File: src/rtl/xorshift_permutation_generator_unit_defines.svh
// Assertion macros for the module that carries checks.
`ifndef XORSHIFT_PERMUTATION_GENERATOR_UNIT_DEFINES_SVH
`define XORSHIFT_PERMUTATION_GENERATOR_UNIT_DEFINES_SVH

// The consequent must hold in the same cycle as the antecedent.
`define XPG_ASSERT_IMP(label, clk, rst, ante, cons) \
  label: assert property (@(posedge clk) disable iff (rst) (ante) |-> (cons)) \
    else $error("xpg check failed: same-cycle implication");

// The consequent must hold in the cycle after the antecedent.
`define XPG_ASSERT_NXT(label, clk, rst, ante, cons) \
  label: assert property (@(posedge clk) disable iff (rst) (ante) |=> (cons)) \
    else $error("xpg check failed: next-cycle implication");

`endif

File: src/rtl/xpg_pkg.sv
package xpg_pkg;

  localparam int MAX_LEN      = 1024;
  localparam int ADDR_W       = $clog2(MAX_LEN);
  localparam int LEN_W        = ADDR_W + 1;
  localparam int RNG_W        = 32;
  localparam int LENGTH_RESET = 1024;

  // Width of the bit counter in the remainder unit, one count per dividend bit.
  localparam int CNT_W        = $clog2(RNG_W);

  typedef enum logic {
    OP_GEN  = 1'b0,
    OP_READ = 1'b1
  } op_t;

  typedef struct packed {
    op_t               op;
    logic [ADDR_W-1:0] index;
  } req_t;

  typedef struct packed {
    logic [ADDR_W-1:0] value;
    logic              error;
  } rsp_t;

  typedef enum logic [3:0] {
    ST_IDLE,
    ST_READ,
    ST_INIT,
    ST_RNG,
    ST_DIV,
    ST_RDJ,
    ST_WRI,
    ST_WRJ,
    ST_DONE
  } st_t;

  // Commands from the controller to the datapath.
  typedef struct packed {
    logic load;
    logic init_wr;
    logic rng_step;
    logic rd_j;
    logic wr_i;
    logic wr_j;
    logic emit;
  } ctl_cmd_t;

  // Status from the datapath to the controller.
  typedef struct packed {
    logic div_done;
    logic short_gen;
    logic last_step;
    logic slot_free;
  } ctl_stat_t;

  // One step of the 13/17/5 xorshift generator.
  function automatic logic [RNG_W-1:0] rng_advance(input logic [RNG_W-1:0] x);
    logic [RNG_W-1:0] y;
    y = x ^ (x << 13);
    y = y ^ (y >> 17);
    y = y ^ (y << 5);
    return y;
  endfunction

endpackage

File: src/rtl/xpg_ctrl.sv
module xpg_ctrl (
  input  logic               clk,
  input  logic               rst,
  input  logic               cmd_valid,
  input  xpg_pkg::op_t       cmd_op,
  input  xpg_pkg::ctl_stat_t stat,
  output logic               cmd_stall,
  output xpg_pkg::ctl_cmd_t  ctl
);

  import xpg_pkg::*;

  st_t state;
  st_t state_next;

  always_ff @(posedge clk) begin
    if (rst) begin
      state <= ST_IDLE;
    end else begin
      state <= state_next;
    end
  end

  always_comb begin
    state_next = state;
    case (state)
      ST_IDLE: begin
        if (cmd_valid) begin
          state_next = (cmd_op == OP_READ) ? ST_READ : ST_INIT;
        end
      end
      ST_READ: begin
        if (stat.slot_free) begin
          state_next = ST_IDLE;
        end
      end
      ST_INIT: begin
        state_next = stat.short_gen ? ST_DONE : ST_RNG;
      end
      ST_RNG: begin
        state_next = ST_DIV;
      end
      ST_DIV: begin
        if (stat.div_done) begin
          state_next = ST_RDJ;
        end
      end
      ST_RDJ: begin
        state_next = ST_WRI;
      end
      ST_WRI: begin
        state_next = ST_WRJ;
      end
      ST_WRJ: begin
        state_next = stat.last_step ? ST_DONE : ST_RNG;
      end
      ST_DONE: begin
        if (stat.slot_free) begin
          state_next = ST_IDLE;
        end
      end
      default: begin
        state_next = ST_IDLE;
      end
    endcase
  end

  always_comb begin
    cmd_stall    = (state != ST_IDLE);
    ctl          = '0;
    ctl.load     = (state == ST_IDLE) && cmd_valid;
    ctl.init_wr  = (state == ST_INIT);
    ctl.rng_step = (state == ST_RNG);
    ctl.rd_j     = (state == ST_RDJ);
    ctl.wr_i     = (state == ST_WRI);
    ctl.wr_j     = (state == ST_WRJ);
    ctl.emit     = ((state == ST_READ) || (state == ST_DONE)) && stat.slot_free;
  end

endmodule

File: config.mk
export PLATFORM = sky130hd
export DESIGN_NAME = xpg_ctrl
export DESIGN_NICKNAME = d
export VERILOG_FILES = /design/src/rtl/xorshift_permutation_generator_unit_defines.svh /design/src/rtl/xpg_pkg.sv /design/src/rtl/xpg_ctrl.sv
export SDC_FILE = /design/constraint.sdc
export NUM_CORES = 1
export LEC_CHECK = 0
export ABC_CLOCK_PERIOD_IN_PS = 1900
export BUFFER_PORTS_ARGS = -buffer_cell sky130_fd_sc_hd__buf_2
export CAP_MARGIN = 0
export CORE_AREA = 2 2 39 41
export DETAILED_ROUTE_END_ITERATION = 6
export DIE_AREA = 0 0 41 43
export PLACE_DENSITY = 0.6
export SYNTH_ARGS = -nofsm -noshare
export SYNTH_HDL_FRONTEND = slang
export SYNTH_SLANG_ARGS = --single-unit
export TNS_END_PERCENT = 10
File: constraint.sdc
create_clock -name clk -period 1.9 [get_ports clk]
set_input_delay 0.38 -clock clk [delete_from_list [all_inputs] [get_ports clk]]
set_output_delay 0.38 -clock clk [all_outputs]
set_load 0.01 [all_outputs]
==> results of run 1 <==
## worst max-delay path, cell delays in order, from the launching register on
cell and delay, ns:
dfxtp_1 0.37, buf_4 0.19, nand2b_2 0.21, nor3b_1 0.20, buf_2 0.15
## where the power goes
group          internal, mW  leakage, nW  switching [mW]
combinational        0.0977        0.171           0.108
sequential           0.0988       0.0326          0.0346
clock                0.0705       0.0138          0.0325
total                 0.267        0.218           0.175
## per-stage QoR
stage / utilization / area (um2) / total power [mW]
floorplan: - / 383 / 0.294
global placement: 0.331 / 458 / 0.340
detailed placement: 0.331 / 458 / 0.342
CTS: 0.347 / 480 / 0.450
global route: 0.347 / 480 / 0.485
finish: 0.347 / 480 / 0.442
## per-layer routing
metal  track usage  up-vias
li1              -      220
met2         0.206       21
met1         0.149      189
met4        0.0800        0
met3        0.0576        0
met5             0        -
## cells by family (layout without fill, tap and decap cells)
group	Yosys count	after routing	synth area share
AND/OR/NAND/NOR	27	27	0.382
XOR/XNOR	2	2	0.0458
multiplexers	1	1	0.0261
flip-flops	4	4	0.209
AO/OA/AOI/OAI	11	11	0.226
buffers and inverters	5	21	0.111
## layout make-up
class / count / area (um2)
Tap cell: 16 / 20.0
Multi-Input combinational cell: 41 / 260
Sequential cell: 4 / 80.1
Fill cell: 158 / 903
Timing Repair Buffer: 18 / 97.6
Clock buffer: 3 / 22.5
## worst max-delay path by stage
stage	start	to	slack, ns	cells after the start
after CTS	state[3]	ctl[4]	0.14	4
after floorplan	state[0]	state[1]	0.38	5
after global routing	state[3]	ctl[4]	0.07	4
final	state[3]	ctl[4]	0.16	4
after detailed placement	stat[0]	state[1]	0.30	5
after global placement	state[3]	state[1]	0.30	4
## cells in the final DEF, fill, tap and decap left out, drive strengths merged, types with 3 or more instances in the layout
cell / netlist / layout
buf: 4 / 18
clkbuf: 1 / 3
dfxtp: 4 / 4
nand2: 5 / 5
nand3: 3 / 3
nor2: 6 / 6
nor3: 4 / 4
==> flow_metrics.tcl, run 1 <==
set metrics [dict create \
    layout.nets 76 \
    rsz0062_at_grt "no" \
    crit_arrival_ns 1.36 \
    wl_met1_um 418 \
    fin_skew_ns 0.00243 \
    instances_no_fill 82 \
    syn_avg_cell_area_um2 7.66 \
    cts_tree "built" \
    dp_hpwl_um 729 \
    cts_root_buffer "clkbuf_4" \
    async_reset_ff_frac 0 \
    dpl.cell_count 79 \
    num_antenna_cells 0 \
    top_register "state" \
    synth_edf_count 0 \
    wl_per_cell_um 11.7 \
    syn_inst 50 \
    critPathRequiredTime_ns 1.52 \
    p_leak_nw 0.218 \
    die_area_mm2 0.00176 \
    cp_max_fo 6 \
    grt.overflow.total 0 \
    worst_slew_pin_slew_ns 0.395 \
    clock_latency_ns 0.23 \
    finalSetupViolations 0 \
    post-route-period-util 0.917 \
    reg2reg_to "state[1]" \
    hold_violations 0 \
    grt_usage 0.136 \
    critical_path_class "reg2out" \
    die_h_um 43 \
    hold_slack_ns 0.393 \
    grt_max_degree 12 \
    final_antenna_net_count 0 \
    maxSlewHeadroom 0.736 \
    hold_start "rst" \
    min_to "state[3]" \
    ctsHoldBuffers 0 \
    wl_met3_um 97 \
    pre_cts_ws_ns 0.297 \
    seq_area_frac_synth 0.209 \
    maxCapViolCount 0 \
    cts_resized 0 \
    cts_setup_buffers 0 \
    die_x_um 41 \
    port_buffers 15 \
    core_area_mm2 0.00138 \
    syn_nets 58 \
    grt_pass1_wl_um 1600 \
    r2r_setup_slack_ns 0.28 \
    fin_crit_ns 1.74 \
    drt_first_pass_iters 4 \
    globalplace.congestion 0.772 \
    r2r_start "state[3]" \
    largest_register_ff_count 4 \
    power_density_mw_per_mm2 921 \
    clockBufferDepth 2 \
    synth_common_cells "nand2_1 (5), nor2_1 (5), dfxtp_1 (4), nor3_1 (4), nand3_1 (3)" \
    syn2layout_area_growth_pct 25.5 \
    fmax_mhz 574 \
    cts_buffers 3 \
    dr_total_vias 430 \
    setup-tns-final_ns 0 \
    drive_gt1_frac 0.364 \
    whs_path_depth 2 \
    antenna_found_initial 0 \
    synth-main-ff-cell "dfxtp_1" \
    synth-seq-cells 4 \
    synth_cell_types 28 \
    drtIter0Drc 3 \
    netlist_area_um2 383 \
    status "finished, final reports clean" \
    initial_core_util 0.277 \
    yosys_warnings 0 \
    wl_met2_um 439 \
    routed.top_layer "met3" \
    grt_pass1_vias 397 \
    synth.area.top_cells "dfxtp_1 (21%), buf_6 (5.9%), nor3_1 (5.2%), nand2_1 (4.9%), nor2_1 (4.9%)" \
    viasPerCell 5.24 \
    startpoint_type "register" \
    path_clk_slew_ns 0.04 \
    drc 0 \
    wl_um 956 \
    synth_area_leader_cell "dfxtp_1" \
    finalWorstSetupSlack_ns 0.158 \
    ios 16 \
    endpoint_kind "output port" \
    ff2ff_path_depth 4 \
    netlist.area_leader.share 0.209 \
    clkSinkCount 4 \
    cts_max_level 1 \
    reg_top3 "state (4)" \
    ir_drop_v 0.000343 \
    hold_path.class "in2reg" \
    maxSlewViolCount 0 \
    rows 14 \
]
(Power assumes the default switching activity.)
==> inputs of run 2 (changes only) <==
--- a/config.mk
+++ b/config.mk
@@ -8,10 +8,13 @@
 export ABC_CLOCK_PERIOD_IN_PS = 1900
 export BUFFER_PORTS_ARGS = -buffer_cell sky130_fd_sc_hd__buf_2
 export CAP_MARGIN = 0
+export CELL_PAD_IN_SITES_DETAIL_PLACEMENT = 1
+export CELL_PAD_IN_SITES_GLOBAL_PLACEMENT = 1
 export CORE_AREA = 2 2 39 41
 export DETAILED_ROUTE_END_ITERATION = 6
 export DIE_AREA = 0 0 41 43
-export PLACE_DENSITY = 0.6
+export GPL_TIMING_DRIVEN = 1
+export PLACE_DENSITY = 0.77
 export SYNTH_ARGS = -nofsm -noshare
 export SYNTH_HDL_FRONTEND = slang
 export SYNTH_SLANG_ARGS = --single-unit
==> constraint.sdc (replaced) <==
create_clock -name clk -period 1.9 [get_ports clk]
set_input_delay 0.38 -clock clk [delete_from_list [all_inputs] [get_ports clk]]
set_output_delay 0.38 -clock clk [all_outputs]
set_load 0.02 [all_outputs]
==> run 2 against run 1 <==
  * Power rose by 11%
  * Non-clock buffer count rose by 1
  * Clock skew rose by 0.0049 ns
  * Register-to-register slack worse by 0.02 ns
  * Setup slack got worse by 0.043 ns
  * Critical path depth stayed put
  * Cell count increased by 1.2%
  * Count of clock-buffer cells in the layout is the same
  * Routed wire length grew 20%
  * Die area stayed put
  * Utilization rose by 0.54 points
  * Largest power group unchanged
  * Sequential share of layout area is 0.26 points lower
==> flow_metrics.tcl, run 2 (synthesized netlist as in run 1, its figures left out) <==
set metrics [dict create \
    crit_arrival_ns 1.40 \
    drtIter0Drc 11 \
    top_register "state" \
    fin_skew_ns 0.00736 \
    syn2layout_area_growth_pct 27.5 \
    cts_resized 0 \
    ff2ff_path_depth 4 \
    largest_register_ff_count 4 \
    setup-tns-final_ns 0 \
    maxSlewViolCount 0 \
    cts_root_buffer "clkbuf_4" \
    slowest_delay_ns 0.37 \
    drt_first_pass_iters 4 \
    cts_setup_buffers 0 \
    reg_top3 "state (4)" \
    cts_max_level 1 \
    r2r_setup_slack_ns 0.26 \
    grt_max_degree 12 \
    maxCapViolCount 0 \
    path_clk_slew_ns 0.04 \
    instances_no_fill 83 \
    p_leak_nw 0.223 \
    maxSlewHeadroom 0.723 \
    path_cells "buf_4, nand2b_2, nor3b_1, buf_2" \
    grt_usage 0.160 \
    globalplace.congestion 0.761 \
    grt_pass1_wl_um 1850 \
    grt.overflow.total 0 \
    crit_cells 4 \
    reg2reg_to "state[1]" \
    dpl.cell_count 80 \
    wl_um 1150 \
    grt_pass1_vias 409 \
    pre_cts_ws_ns 0.229 \
    dp_hpwl_um 872 \
    fmax_mhz 560 \
    wl_per_cell_um 13.8 \
    critPathRequiredTime_ns 1.52 \
    cts_buffers 3 \
    path_buf_inv 2 \
    clockBufferDepth 2 \
    drive_gt1_frac 0.373 \
    whs_path_depth 2 \
    drc 0 \
    ir_drop_v 0.000255 \
    post-route-util 0.353 \
    fin_crit_ns 1.78 \
    initial_core_util 0.277 \
    rsz0062_at_grt "no" \
    worst_slew_pin_slew_ns 0.415 \
    clock_latency_ns 0.25 \
    post-route-period-util 0.939 \
    final_antenna_net_count 0 \
    mostFrequentLayoutCells "buf_2 (15), nand2_1 (5), nor2_1 (5)" \
    hold_start "rst" \
    endpoint_kind "output port" \
    die_h_um 43 \
    r2r_start "state[2]" \
    status "finished, final reports clean" \
    cts_tree "built" \
    hold_path.class "in2reg" \
    antenna_found_initial 0 \
    rows 14 \
    finalSetupViolations 0 \
    core_area_mm2 0.00138 \
    power_density_mw_per_mm2 1010 \
    critical_path.top_delay_family "simple AND/OR/NAND/NOR gates" \
    dr_total_vias 450 \
    die_x_um 41 \
    num_antenna_cells 0 \
    startpoint_type "register" \
    layout.nets 77 \
    cpMaxStageDelayCell "dfxtp_1" \
    final_common_cell "buf_2" \
    hold_violations 0 \
    min_to "state[1]" \
    viasPerCell 5.42 \
    die_area_mm2 0.00176 \
    cp_max_fo 6 \
    ios 16 \
    critical_path_class "reg2out" \
    port_buffers 15 \
    clkSinkCount 4 \
    ctsHoldBuffers 0 \
    finalWorstSetupSlack_ns 0.115 \
    nFillCells 186 \
]
## run 2: cell types whose count changed in the layout (fill, tap and decap cells not counted), sizes merged
| cell | previous run | this run |
|---|---|---|
| buf | 18 | 19 |
## run 2: layout make-up
| type | count | area, um2 | share of cell area |
|---|---|---|---|
| clock buffers | 3 | 22.5 | 0.0462 |
| repair buffers | 19 | 105 | 0.215 |
| flip-flops and latches | 4 | 80.1 | 0.164 |
| multi-input cells | 41 | 260 | 0.533 |
| well taps | 16 | 20.0 | 0.0410 |
## run 2: layer usage
layer  vias to the layer above  global-route usage  wire length, um
met5                         -                   0                0
met4                         0               0.120               29
met3                         3              0.0314               88
met2                        26               0.234              541
met1                       203               0.194              488
li1                        218                   -                -
## run 2: worst max path at each step
stage	start	endpoint	slack (ns)
floorplan	state[3]	ctl[4]	0.33
CTS	state[3]	ctl[4]	0.09
global route	state[3]	ctl[4]	0.01
global placement	state[3]	state[1]	0.30
detailed placement	state[3]	state[1]	0.23
finish	state[3]	ctl[4]	0.12
## run 2: power by group
group | switching [mW] | leakage (nW) | internal (mW)
Combinational | 0.146 | 0.177 | 0.106
Sequential | 0.0291 | 0.0326 | 0.0987
Clock | 0.0413 | 0.0138 | 0.0711
## run 2: stage by stage
step,hold WS [ns],power [mW],instance area [um2]
after floorplan,0.449,0.316,383
after global placement,0.632,0.372,465
after detailed placement,0.639,0.382,465
after CTS,0.377,0.499,488
after global routing,0.389,0.535,488
final,0.381,0.492,488
==> inputs of run 3 (changes only) <==
--- a/config.mk
+++ b/config.mk
@@ -8,13 +8,11 @@
 export ABC_CLOCK_PERIOD_IN_PS = 1900
 export BUFFER_PORTS_ARGS = -buffer_cell sky130_fd_sc_hd__buf_2
 export CAP_MARGIN = 0
-export CELL_PAD_IN_SITES_DETAIL_PLACEMENT = 1
-export CELL_PAD_IN_SITES_GLOBAL_PLACEMENT = 1
 export CORE_AREA = 2 2 39 41
 export DETAILED_ROUTE_END_ITERATION = 6
 export DIE_AREA = 0 0 41 43
 export GPL_TIMING_DRIVEN = 1
-export PLACE_DENSITY = 0.77
+export PLACE_DENSITY = 0.62
 export SYNTH_ARGS = -nofsm -noshare
 export SYNTH_HDL_FRONTEND = slang
 export SYNTH_SLANG_ARGS = --single-unit
==> run 3 against run 2 <==
  * First-iteration DRC count is 45% lower
  * Cell count is 1.2% lower
  * Global-route usage is 4.1 points lower
  * Via count is 7.3% lower
  * Non-clock buffer count is 1 lower
  * Worst hold slack better by 0.016 ns
  * Sequential cell count stayed put
  * Power is 5.8% lower
  * Combinational power is 7% lower
==> flow_metrics.tcl, run 3 (synthesized netlist as in run 1, its figures left out) <==
set metrics [dict create \
    path_cells "buf_4, xor2_1, and3_1, buf_2" \
    rows 14 \
    rsz0062_at_grt "no" \
    maxCapViolCount 0 \
    hold_slack_ns 0.397 \
    wl_per_cell_um 10.9 \
    grt_usage 0.118 \
    viasPerCell 5.09 \
    cp_max_fo 12 \
    setup-tns-final_ns 0 \
    endpoint_kind "output port" \
    initial_core_util 0.277 \
    drive_gt1_frac 0.364 \
    fmax_mhz 580 \
    die_area_mm2 0.00176 \
    p_leak_nw 0.218 \
    finalSetupViolations 0 \
    core_area_mm2 0.00138 \
    critical_path_class "reg2out" \
    num_antenna_cells 0 \
    hold_violations 0 \
    drc 0 \
    nFillCells 150 \
    antenna_found_initial 0 \
    layout.nets 76 \
    grt_pass1_wl_um 1420 \
    ir_drop_v 0.000380 \
    cts_max_level 1 \
    clkSinkCount 4 \
    post-route-period-util 0.907 \
    port_buffers 15 \
    startpoint_type "register" \
    top_register "state" \
    clock_latency_ns 0.23 \
    worst_slew_pin_slew_ns 0.366 \
    drtIter0Drc 6 \
    cts_buffers 3 \
    globalplace.congestion 0.721 \
    path_clk_slew_ns 0.03 \
    maxSlewViolCount 0 \
    cpMaxStageDelayCell "dfxtp_1" \
    grt_pass1_vias 365 \
    post-route-util 0.347 \
    die_x_um 41 \
    grt.overflow.total 0 \
    die_h_um 43 \
    reg_top3 "state (4)" \
    wl_um 896 \
    clockBufferDepth 2 \
    dp_hpwl_um 696 \
    cts_tree "built" \
    critPathRequiredTime_ns 1.52 \
    final_common_cell "buf_2" \
    critical_path.top_delay_family "flip-flops" \
    dr_total_vias 417 \
    cts_resized 0 \
    cts_root_buffer "clkbuf_4" \
    fin_skew_ns 0.0000429 \
    drt_first_pass_iters 2 \
    grt_max_degree 13 \
    slowest_delay_ns 0.42 \
    ios 16 \
    dpl_cell_area_um2 458 \
    r2r_setup_slack_ns 0.34 \
    fin_crit_ns 1.72 \
    design_area_um2 480 \
    status "finished, final reports clean" \
    syn2layout_area_growth_pct 25.5 \
    path_buf_inv 2 \
    ctsHoldBuffers 0 \
    final_antenna_net_count 0 \
    largest_register_ff_count 4 \
    cts_setup_buffers 0 \
    maxSlewHeadroom 0.755 \
    crit_arrival_ns 1.34 \
    hold_path.class "in2reg" \
    power_density_mw_per_mm2 964 \
    mostFrequentLayoutCells "buf_2 (15), nand2_1 (5), nor2_1 (5), nor3_1 (4), dfxtp_1 (4)" \
]
[run 3: changes by cell type in the layout (fill, tap and decap cells not counted)]
cell,before,now
buf_4,4,3
[run 3: worst paths after layout]
path / start / to / cells past startpoint
worst max-delay path: state[0] / ctl[0] / 4
worst min-delay path: rst / state[1] / 2
worst max register to register: state[2] / state[1] / 4
worst min register to register: state[0] / state[3] / 3
[run 3: stage by stage]
stage,setup WS [ns],power [mW],std cells
final,0.176,0.463,82
after global routing,0.0665,0.508,82
after CTS,0.153,0.473,82
after detailed placement,0.290,0.365,79
after global placement,0.336,0.363,79
after floorplan,0.332,0.316,50
[run 3: cell type report]
| cell class | count | area, um2 | area share |
|---|---|---|---|
| sequential | 4 | 80.1 | 0.167 |
| tap | 16 | 20.0 | 0.0417 |
| multi-input combinational | 41 | 260 | 0.542 |
| clock buffer | 3 | 22.5 | 0.0469 |
| timing repair buffer | 18 | 97.6 | 0.203 |
[run 3: layer usage]
| metal | track usage | share of wire |
|---|---|---|
| met5 | 0 | 0 |
| met4 | 0.0400 | 0 |
| met3 | 0.0471 | 0.061 |
| met2 | 0.191 | 0.46 |
| met1 | 0.135 | 0.48 |
[run 3: report_power, final]
group / internal, mW / leakage, nW / switching, mW
Clock: 0.0704 / 0.0138 / 0.0310
Sequential: 0.0988 / 0.0326 / 0.0289
Combinational: 0.0983 / 0.171 / 0.136
Total: 0.267 / 0.218 / 0.196
